--- src/rtl/abrf_pkg.sv ---
// Shared constants, config register types and pixel helper functions.
package abrf_pkg;

   localparam int COORD_BITS = 16;
   localparam int XY_BITS    = 15;
   localparam int PIX_BITS   = 32;
   localparam int SIZE_BITS  = 15;
   localparam int SHIFT_BITS = 5;
   localparam int IDX_BITS   = 4;
   // Signed compare width: holds left+width without overflow.
   localparam int CMP_BITS   = ((COORD_BITS > XY_BITS + 1) ? COORD_BITS : XY_BITS + 1) + 2;

   localparam logic [IDX_BITS-1:0] CSR_FILL_COLOR  = IDX_BITS'(0);
   localparam logic [IDX_BITS-1:0] CSR_RECT_LEFT   = IDX_BITS'(1);
   localparam logic [IDX_BITS-1:0] CSR_RECT_TOP    = IDX_BITS'(2);
   localparam logic [IDX_BITS-1:0] CSR_RECT_WIDTH  = IDX_BITS'(3);
   localparam logic [IDX_BITS-1:0] CSR_RECT_HEIGHT = IDX_BITS'(4);
   localparam logic [IDX_BITS-1:0] CSR_RED_SHIFT   = IDX_BITS'(5);
   localparam logic [IDX_BITS-1:0] CSR_GREEN_SHIFT = IDX_BITS'(6);
   localparam logic [IDX_BITS-1:0] CSR_BLUE_SHIFT  = IDX_BITS'(7);

   localparam logic [SHIFT_BITS-1:0] RED_SHIFT_RST   = SHIFT_BITS'(16);
   localparam logic [SHIFT_BITS-1:0] GREEN_SHIFT_RST = SHIFT_BITS'(8);
   localparam logic [SHIFT_BITS-1:0] BLUE_SHIFT_RST  = SHIFT_BITS'(0);

   typedef struct packed {
      logic [PIX_BITS-1:0]          fill_color;
      logic signed [COORD_BITS-1:0] rect_left;
      logic signed [COORD_BITS-1:0] rect_top;
      logic [SIZE_BITS-1:0]         rect_width;
      logic [SIZE_BITS-1:0]         rect_height;
      logic [SHIFT_BITS-1:0]        red_shift;
      logic [SHIFT_BITS-1:0]        green_shift;
      logic [SHIFT_BITS-1:0]        blue_shift;
   } cfg_type;

   localparam cfg_type CFG_RST = '{
      fill_color:  '0,
      rect_left:   '0,
      rect_top:    '0,
      rect_width:  '0,
      rect_height: '0,
      red_shift:   RED_SHIFT_RST,
      green_shift: GREEN_SHIFT_RST,
      blue_shift:  BLUE_SHIFT_RST
   };

   function automatic logic [7:0] get_byte(input logic [PIX_BITS-1:0] word,
                                           input logic [SHIFT_BITS-1:0] sh);
      logic [PIX_BITS-1:0] t;
      t = word >> sh;
      return t[7:0];
   endfunction

   function automatic logic [PIX_BITS-1:0] put_byte(input logic [7:0] b,
                                                    input logic [SHIFT_BITS-1:0] sh);
      return PIX_BITS'(b) << sh;
   endfunction

   // floor(s/255) for s up to 255*255.
   function automatic logic [7:0] div255(input logic [15:0] s);
      logic [16:0] t;
      t = 17'(s) + 17'(s >> 8) + 17'd1;
      return t[15:8];
   endfunction

endpackage

--- src/rtl/alpha_blend_rect_fill_top.sv ---
// Top level of the rectangle alpha fill block.
//
// Request channel: drive start high with req_pix_x, req_pix_y and req_pixel_in;
// the word is taken at a rising edge where start is high and busy is low.
// busy is low whenever reset is low, so one word is taken every cycle that start is high.
// Response channel: rsp_valid strobes for one cycle with rsp_pixel_out and
// rsp_covered, once the word has passed the four register stages.
// The receiver must take it then; there is no back pressure.
// Throughput: one pixel per clock; latency is set by the four register stages
// (capture, coverage and channel extract, 8x8 multiplies, divide by 255 and
// repack).
// Config channel: csr_valid/csr_ready with csr_index and csr_wdata; write
// registers only while no pixels are in flight. Indexes above 7 are ignored.
// Reset (synchronous) empties the pipeline and loads config defaults:
// everything zero except red_shift 16 and green_shift 8.
module alpha_blend_rect_fill_top
   import abrf_pkg::*;
(
   input  logic                clock,
   input  logic                reset,
   input  logic                start,
   output logic                busy,
   input  logic [XY_BITS-1:0]  req_pix_x,
   input  logic [XY_BITS-1:0]  req_pix_y,
   input  logic [PIX_BITS-1:0] req_pixel_in,
   output logic                rsp_valid,
   output logic [PIX_BITS-1:0] rsp_pixel_out,
   output logic                rsp_covered,
   input  logic                csr_valid,
   output logic                csr_ready,
   input  logic [IDX_BITS-1:0] csr_index,
   input  logic [PIX_BITS-1:0] csr_wdata
);

   cfg_type cfg;

   // hold off requests only while reset is applied
   assign busy = reset;

   abrf_csr u_csr (
      .clock     (clock),
      .reset     (reset),
      .csr_valid (csr_valid),
      .csr_ready (csr_ready),
      .csr_index (csr_index),
      .csr_wdata (csr_wdata),
      .cfg       (cfg)
   );

   abrf_pipe u_pipe (
      .clock       (clock),
      .reset       (reset),
      .cfg         (cfg),
      .in_valid    (start && !busy),
      .in_x        (req_pix_x),
      .in_y        (req_pix_y),
      .in_pix      (req_pixel_in),
      .out_valid   (rsp_valid),
      .out_pix     (rsp_pixel_out),
      .out_covered (rsp_covered)
   );

endmodule

--- src/rtl/abrf_csr.sv ---
// Configuration register file for the rectangle, fill color and channel positions.
module abrf_csr
   import abrf_pkg::*;
(
   input  logic                clock,
   input  logic                reset,
   input  logic                csr_valid,
   output logic                csr_ready,
   input  logic [IDX_BITS-1:0] csr_index,
   input  logic [PIX_BITS-1:0] csr_wdata,
   output cfg_type             cfg
);

   cfg_type cfg_ff, cfg_in;

   assign csr_ready = !reset;

   always_comb begin
      cfg_in = cfg_ff;
      if (csr_valid) begin
         case (csr_index)
            CSR_FILL_COLOR:  cfg_in.fill_color  = csr_wdata;
            CSR_RECT_LEFT:   cfg_in.rect_left   = signed'(csr_wdata[COORD_BITS-1:0]);
            CSR_RECT_TOP:    cfg_in.rect_top    = signed'(csr_wdata[COORD_BITS-1:0]);
            CSR_RECT_WIDTH:  cfg_in.rect_width  = csr_wdata[SIZE_BITS-1:0];
            CSR_RECT_HEIGHT: cfg_in.rect_height = csr_wdata[SIZE_BITS-1:0];
            CSR_RED_SHIFT:   cfg_in.red_shift   = csr_wdata[SHIFT_BITS-1:0];
            CSR_GREEN_SHIFT: cfg_in.green_shift = csr_wdata[SHIFT_BITS-1:0];
            CSR_BLUE_SHIFT:  cfg_in.blue_shift  = csr_wdata[SHIFT_BITS-1:0];
            default:         cfg_in = cfg_ff;
         endcase
      end
   end

   always_ff @(posedge clock) begin
      if (reset) begin
         cfg_ff <= CFG_RST;
      end else begin
         cfg_ff <= cfg_in;
      end
   end

   assign cfg = cfg_ff;

endmodule

--- src/rtl/abrf_pipe.sv ---
// Four-stage blend datapath: capture, coverage/extract, multiply, divide/pack.
module abrf_pipe
   import abrf_pkg::*;
(
   input  logic                clock,
   input  logic                reset,
   input  cfg_type             cfg,
   input  logic                in_valid,
   input  logic [XY_BITS-1:0]  in_x,
   input  logic [XY_BITS-1:0]  in_y,
   input  logic [PIX_BITS-1:0] in_pix,
   output logic                out_valid,
   output logic [PIX_BITS-1:0] out_pix,
   output logic                out_covered
);

   // stage 1: captured word
   logic                s1_valid_ff;
   logic [XY_BITS-1:0]  s1_x_ff, s1_y_ff;
   logic [PIX_BITS-1:0] s1_pix_ff;

   // stage 2: coverage and extracted channels
   logic                s2_valid_ff, s2_cover_ff, s2_cover_in;
   logic [PIX_BITS-1:0] s2_pix_ff;
   logic [7:0]          s2_r_ff, s2_g_ff, s2_b_ff;

   // stage 3: weighted sums
   logic                s3_valid_ff, s3_cover_ff;
   logic [PIX_BITS-1:0] s3_pix_ff;
   logic [15:0]         s3_r_ff, s3_g_ff, s3_b_ff;
   logic [15:0]         s3_r_in, s3_g_in, s3_b_in;

   // output stage
   logic                out_valid_ff, out_cover_ff;
   logic [PIX_BITS-1:0] out_pix_ff, out_pix_in;

   logic signed [CMP_BITS-1:0] x_ext, y_ext, left_ext, top_ext, right_ext, bottom_ext;
   logic [7:0] src_r, src_g, src_b, alpha, inv_alpha;

   always_comb begin
      x_ext      = signed'(CMP_BITS'(s1_x_ff));
      y_ext      = signed'(CMP_BITS'(s1_y_ff));
      left_ext   = CMP_BITS'(cfg.rect_left);
      top_ext    = CMP_BITS'(cfg.rect_top);
      right_ext  = left_ext + signed'(CMP_BITS'(cfg.rect_width));
      bottom_ext = top_ext + signed'(CMP_BITS'(cfg.rect_height));
      s2_cover_in = (x_ext >= left_ext) && (x_ext < right_ext) &&
                    (y_ext >= top_ext) && (y_ext < bottom_ext);
   end

   assign src_r     = cfg.fill_color[7:0];
   assign src_g     = cfg.fill_color[15:8];
   assign src_b     = cfg.fill_color[23:16];
   assign alpha     = cfg.fill_color[31:24];
   assign inv_alpha = 8'd255 - alpha;

   assign s3_r_in = 16'(s2_r_ff) * 16'(inv_alpha) + 16'(src_r) * 16'(alpha);
   assign s3_g_in = 16'(s2_g_ff) * 16'(inv_alpha) + 16'(src_g) * 16'(alpha);
   assign s3_b_in = 16'(s2_b_ff) * 16'(inv_alpha) + 16'(src_b) * 16'(alpha);

   // Repack covered words, overlapping channel positions OR together; uncovered words pass.
   always_comb begin
      if (s3_cover_ff) begin
         out_pix_in = put_byte(div255(s3_r_ff), cfg.red_shift) |
                      put_byte(div255(s3_g_ff), cfg.green_shift) |
                      put_byte(div255(s3_b_ff), cfg.blue_shift);
      end else begin
         out_pix_in = s3_pix_ff;
      end
   end

   always_ff @(posedge clock) begin
      if (reset) begin
         s1_valid_ff  <= 1'b0;
         s2_valid_ff  <= 1'b0;
         s3_valid_ff  <= 1'b0;
         out_valid_ff <= 1'b0;
         out_cover_ff <= 1'b0;
      end else begin
         s1_valid_ff  <= in_valid;
         s2_valid_ff  <= s1_valid_ff;
         s3_valid_ff  <= s2_valid_ff;
         out_valid_ff <= s3_valid_ff;
         out_cover_ff <= s3_valid_ff && s3_cover_ff;
      end
   end

   always_ff @(posedge clock) begin
      s1_x_ff     <= in_x;
      s1_y_ff     <= in_y;
      s1_pix_ff   <= in_pix;
      s2_cover_ff <= s2_cover_in;
      s2_pix_ff   <= s1_pix_ff;
      s2_r_ff     <= get_byte(s1_pix_ff, cfg.red_shift);
      s2_g_ff     <= get_byte(s1_pix_ff, cfg.green_shift);
      s2_b_ff     <= get_byte(s1_pix_ff, cfg.blue_shift);
      s3_cover_ff <= s2_cover_ff;
      s3_pix_ff   <= s2_pix_ff;
      s3_r_ff     <= s3_r_in;
      s3_g_ff     <= s3_g_in;
      s3_b_ff     <= s3_b_in;
      out_pix_ff  <= out_pix_in;
   end

   assign out_valid   = out_valid_ff;
   assign out_pix     = out_pix_ff;
   assign out_covered = out_cover_ff;

endmodule

--- config.mk ---
export PLATFORM = sky130hd
export DESIGN_NAME = alpha_blend_rect_fill_top
export DESIGN_NICKNAME = d
export VERILOG_FILES = /design/src/rtl/abrf_pkg.sv /design/src/rtl/alpha_blend_rect_fill_top.sv /design/src/rtl/abrf_csr.sv /design/src/rtl/abrf_pipe.sv
export SDC_FILE = /design/constraint.sdc
export NUM_CORES = 2
export LEC_CHECK = 0
export BUFFER_PORTS_ARGS = -buffer_cell sky130_fd_sc_hd__clkbuf_2
export CORE_MARGIN = 10
export CORE_UTILIZATION = 55
export CTS_CLUSTER_SIZE = 25
export DETAILED_ROUTE_END_ITERATION = 7
export HOLD_SLACK_MARGIN = 0.02
export PLACE_DENSITY = 0.75
export SLEW_MARGIN = 20
export SYNTH_ARGS = -nofsm -noshare
export SYNTH_HDL_FRONTEND = slang
export SYNTH_SLANG_ARGS = --single-unit
--- constraint.sdc ---
create_clock -name clock -period 5.36 [get_ports clock]
set_input_delay 0.268 -clock clock [delete_from_list [all_inputs] [get_ports clock]]
set_output_delay 0.268 -clock clock [all_outputs]
set_load 0.02 [all_outputs]
Word level (Yosys, flattened, before mapping):

Index checks and enable logic that the tools add are counted.

* input port bits: 102
* output and inout bits: 36
* bits in registers: 346
* word-level logic and storage cells: 80

* reduce and logical (&&, ||, !) cells: 15
* mux-type cells: 1
* shifts and indexed selects: 6
* bitwise operators: 2
* add/sub/neg operators: 12
* equal/unequal tests: 7
* multipliers: 6
* order comparisons: 4

Operators by type and width (count)
* 8-bit by 8-bit multiplier with 16-bit output: 6
* 8-bit by 5-bit left shift with 32-bit output: 3
* 32-bit by 5-bit right shift with 8-bit output: 3
* 32-bit bitwise OR: 2
* 16-bit by 1-bit adder with 16-bit output, second input constant: 3
* 16-bit adder: 3
* 16-bit by 8-bit adder with 16-bit output: 3
* 16-bit by 18-bit less-than comparator with 1-bit output: 2
* 16-bit by 16-bit adder with 17-bit output: 2
* 16-bit >= comparator: 2
* 32-bit two-way mux: 1
* 4-bit by 3-bit equality test with 1-bit output, second input constant: 4
* 2-bit AND reduction: 8
* 4-bit by 2-bit equality test with 1-bit output, second input constant: 2
* 8-bit subtractor, first input constant: 1
* 1-bit logical AND: 5
* 4-bit by 1-bit equality test with 1-bit output, second input constant: 1
* 4-bit logical NOT: 1
* 1-bit logical NOT: 1

Depth between registers and ports, before layout:

* word-level depth: 6
* gate-level depth with buffers: 23

Cells and area by module:

A second synthesis with hierarchy kept.

* cell total of the unflattened synthesis: 3435
* area total of the unflattened synthesis: 32075.8 µm²

By module, submodules not included
* abrf_pipe: area each 27903.0 µm², cells each 3027, seq. area each 4744.6 µm², instances 1
* abrf_csr: area each 4151.5 µm², cells each 406, seq. area each 2182.1 µm², instances 1
* alpha_blend_rect_fill_top: area each 21.3 µm², cells each 2, seq. area each 0.0 µm², instances 1

Least setup slack after synthesis:

No wires, ideal clock.

* kind: flip-flop to flip-flop
* start: register u_csr.cfg_ff, in the netlist u_csr.cfg[103]
* end: register u_pipe.s3_g_ff[15]
* setup slack: -0.199 ns
* buffers on the path: 2
* arrival time: 5.487 ns
* required time: 5.288 ns
* library setup time: 0.072 ns
* cell stages (with the launch flop): 21
* cells stage by stage: dfxtp_1 -> buf_1 -> clkbuf_1 -> nand2_1 -> fa_1 -> fa_1 -> inv_1 -> fa_1 -> fa_1 -> fa_1 -> inv_1 -> fa_1 -> inv_1 -> ha_1 -> and2_1 -> o21ai_0 -> o31ai_1 -> or4_1 -> a31o_2 -> a21oi_1 -> xnor2_1

* longest elaborated chain between the ends: 3
* elaborated cells on any way between the ends: 4

Ends and longest elaborated chain
* start, declared: line abrf_csr.sv:14 `cfg_type cfg_ff, cfg_in;`
* start signal, assigned: line abrf_csr.sv:39 `cfg_ff <= cfg_in;`
* 8-bit subtractor: line abrf_pipe.sv:55 `assign inv_alpha = 8'd255 - alpha;`
* 8-bit by 8-bit multiplier with 16-bit output: line abrf_pipe.sv:58 `assign s3_g_in = 16'(s2_g_ff) * 16'(inv_alpha) + 16'(src_g) * 16'(alpha);`
* 16-bit adder *: line abrf_pipe.sv:58
* net u_pipe.s3_g_in[15]: line abrf_pipe.sv:31 `logic [15:0] s3_r_in, s3_g_in, s3_b_in;`
* end signal, assigned: line abrf_pipe.sv:100 `s3_g_ff <= s3_g_in;`
* end, declared: line abrf_pipe.sv:30 `logic [15:0] s3_r_ff, s3_g_ff, s3_b_ff;`

Mark *: on every way through the listed nets, which the timed path passes. The rest lies on a longest branch.
A chain may end at the register's enable or synchronous reset.

Worst setup path in the final report:

* start: register u_csr.cfg_ff, in the netlist u_csr.cfg[105]
* end: register u_pipe.s3_g_ff[15]

Same word-level chain as after synthesis.

==> results.toml <==
[floorplan]
core-area_um2 = 56500
die_y_um = 259
die-area_um2 = 67100
num_rows = 87
num_io_pins = 138
initial_utilization_pct = 55.6
die_w_um = 259

[worst_setup_path]
crit_type = "reg -> reg"
cp_data_required_time_ns = 5.79
critPathLaunchType = "flop"
r2r_cells = 21
rrSetupSlack_ns = -0.08
crit_fanout = 13
reg2reg_to = "u_pipe.s3_g_ff[15]$_DFF_P_"
endpoint_kind = "flop"
cp.arrival_ns = 5.87
r2r_start = "u_csr.cfg[105]$_SDFFE_PP0P_"

[clocking]
root_buffer = "clkbuf_16"
path_clk_slew_ns = 0.06
cts_buffer_depth = 3
cts_sinks = 346
clk_latency_ns = 0.61
cts_buffers = 40
htree_levels = 2
cts_tree = "yes"

[global_route]
grt_max_degree = 83
grt_antenna_before_repair = 3
first_global_vias = 26500
grt_use_total_pct = 26.9
grt_pass1_wl_mm = 144
grt_overflow_total = 0

[sta]
hold_viol = 0
period_share_pct = 102
skew_ns = 0.0559
final.setup.worst_slack_ns = -0.0819
drv_slew = 0
max_freq_mhz = 184
slew-limit-headroom_pct = 19.7
setup_violations = 1
grt_setup_unrepaired = "true"
period_needed_ns = 5.44
tightest_slew_ns = 1.17

[layout]
fillers = 4550
final_cells = 4561
syn_to_final_growth_pct = 16.3
fin_area_um2 = 36500
layout-drive-gt1-share_pct = 14.5
finalNetCount = 4459

[power]
total_power_w = 0.0178
pwr_density_cell_nw_per_um2 = 486
p_clk_share_pct = 16.9
p_sw_share_pct = 42.5
p_leak_nw = 16.5
internal-power_w = 0.0102
power.switching_w = 0.00755
max-vdd-ir-drop_uv = 817
p_comb_share_pct = 64.2
seq_power_share_pct = 18.9

[synth]
synth_ff_type = "dfxtp_1"
yosysSeqAreaShare_pct = 22.0
synth_edf_count = 0
ys_seq_elements = 346
netlist.area_leader.share_pct = 22.0
synthCells = 3542
ys_async_sr_fraction_pct = 0
syn_area_um2 = 31400
synth_area_per_cell_um2 = 8.87
yosys-top-cells-area = "dfxtp_1 22%, fa_1 18%, ha_1 12%, inv_1 5.8%, nand2_1 4.1%"
synth_warnings = 0
synth.distinct_cells = 82
synthTopCellsByCount = "482 x inv_1, 346 x dfxtp_1, 343 x nand2_1, 295 x ha_1, 290 x fa_1"
synth_top_cell_by_area = "dfxtp_1"
post-synth-top-count-cell = "inv_1"

[place]
dp_hpwl_mm = 69.5
dpl_cell_area_um2 = 33500
portBuffers = 137
pre_cts_slack_ns = -0.142
dp.cells = 4391
gp_congestion = 1.01

[min_path]
worstHoldPathCells = 2
hold_start = "reset"
hold_end = "u_csr.cfg[13]$_SDFFE_PP0P_"
holdCritPathClass = "in -> reg"

[detailed_routing]
routedWlPerCell_um = 20.1
drc = 0
vias = 26300
firstDrtPassIters = 6
drt_iter0_drc = 2202
viasPerCell = 5.77
ant_nets = 0
routed_wl_mm = 91.8

[job]
drv_cap = 0

[status]
status = "complete, but fails checks"
violations = "negative setup slack"
## registers in the layout, summed over array words and instances (netlist names), 15 cells and up
| signal | cells |
|---|---|
| u_pipe.s3_pix_ff | 32 |
| u_csr.cfg | 109 |
| u_pipe.out_pix | 32 |
| u_pipe.s1_x_ff | 15 |
| u_pipe.s3_r_ff | 16 |
| u_pipe.s3_b_ff | 16 |
| u_pipe.s2_pix_ff | 32 |
| u_pipe.s1_pix_ff | 32 |
| u_pipe.s1_y_ff | 15 |
| u_pipe.s3_g_ff | 16 |
## through the flow
step | hold WS (ns) | TNS (ns) | utilization, %
2_1_floorplan | 0.296 | 0 | -
6_report | 0.0554 | -0.0819 | 64.7
5_1_grt | 0.0618 | -0.966 | 64.7
3_3_place_gp | 0.310 | -0.118 | 59.2
3_5_place_dp | 0.312 | -0.500 | 59.2
4_1_cts | 0.0333 | -0.0473 | 63.5
## how the worst max path moves through the flow
stage,start,endpoint,slack (ns),cells after the start
2_1_floorplan,u_csr.cfg[102]$_SDFFE_PP0P_,u_pipe.s3_g_ff[15]$_DFF_P_,0.02,22
3_3_place_gp,u_csr.cfg[103]$_SDFFE_PP0P_,u_pipe.s3_g_ff[15]$_DFF_P_,-0.07,22
3_5_place_dp,u_csr.cfg[103]$_SDFFE_PP0P_,u_pipe.s3_r_ff[14]$_DFF_P_,-0.14,23
4_1_cts,u_csr.cfg[103]$_SDFFE_PP0P_,u_pipe.s3_g_ff[15]$_DFF_P_,-0.05,22
5_1_grt,u_csr.cfg[103]$_SDFFE_PP0P_,u_pipe.s3_g_ff[15]$_DFF_P_,-0.24,19
6_report,u_csr.cfg[105]$_SDFFE_PP0P_,u_pipe.s3_g_ff[15]$_DFF_P_,-0.08,21
## metal layers
metal | wire length (um) | track usage [%]
met1 | 37600 | 35.2
met2 | 43300 | 44.1
met3 | 7640 | 4.92
met4 | 3160 | 9.28
met5 | 117 | 0
## logic make-up after synthesis
family | Yosys count | synth area share (%)
muxes | 182 | 7.47
xor gates and xnor gates | 89 | 2.48
other | 1 | 0.0119
DFF | 346 | 22.0
adders and majority gates | 585 | 30.2
AOI/OAI and AO/OA | 624 | 13.1
buffers and inverters | 659 | 7.90
and+or+nand+nor | 1056 | 16.7
## power groups by stage
| stage | combinational, W | clock (W) | sequential (W) |
|---|---|---|---|
| after detailed placement | 0.0100 | 0 | 0.00338 |
| after floorplan | 0.00699 | 0 | 0.00325 |
| after global routing | 0.0127 | 0.00316 | 0.00338 |
| final | 0.0114 | 0.00301 | 0.00335 |
| after global placement | 0.00990 | 0 | 0.00338 |
| after CTS | 0.0104 | 0.00305 | 0.00333 |
## timing repair
action                                  4_1_cts  5_1_grt
gates resized for setup                      23      115
buffers inserted                              1        9
hold buffers                                 82        0
endpoints found under the setup margin        5       12
endpoints found under the hold margin        86        0
pin swaps                                     7       38
gates cloned                                  0        3
## critical path: stages, from the launching register on
cell and delay, ns:
dfxtp_1 0.35, buf_12 0.17, buf_12 0.14, nand2_1 0.07, fa_2 0.54, inv_1 0.04
ha_1 0.27, ha_1 0.32, fa_1 0.56, inv_1 0.05, fa_1 0.48, inv_1 0.05
fa_1 0.44, ha_1 0.32, inv_1 0.07, o21bai_2 0.11, a211oi_4 0.30, o31ai_2 0.12
or4_4 0.43, a31o_2 0.25, a21oi_2 0.15, xnor2_1 0.07
## area by class of cell
cell class | count | area [um^2] | share of cell area [%]
Multi-Input combinational cell | 2539 | 22500 | 61.6
Sequential cell | 346 | 6970 | 19.1
Timing Repair Buffer | 359 | 2830 | 7.74
Inverter | 486 | 1830 | 5.00
Clock buffer | 56 | 1130 | 3.09
Tap cell | 756 | 946 | 2.59
Clock inverter | 18 | 344 | 0.941
Antenna cell | 1 | 2.50 | 0.00685
## placed cells by master, fill, tap and decap left out, types with 50 or more instances in the layout
| master | n |
|---|---|
| dlygate4sd3_1 | 82 |
| and2_1 | 154 |
| nor2b_1 | 130 |
| xnor2_1 | 60 |
| mux2i_1 | 95 |
| mux2_2 | 50 |
| nand2b_1 | 84 |
| nand2_1 | 341 |
| clkbuf_2 | 136 |
| buf_4 | 113 |
| fa_1 | 285 |
| o21ai_0 | 125 |
| dfxtp_1 | 319 |
| a21oi_1 | 154 |
| ha_1 | 281 |
| inv_1 | 477 |
| nor2_1 | 173 |
(Power assumes the default switching activity.)
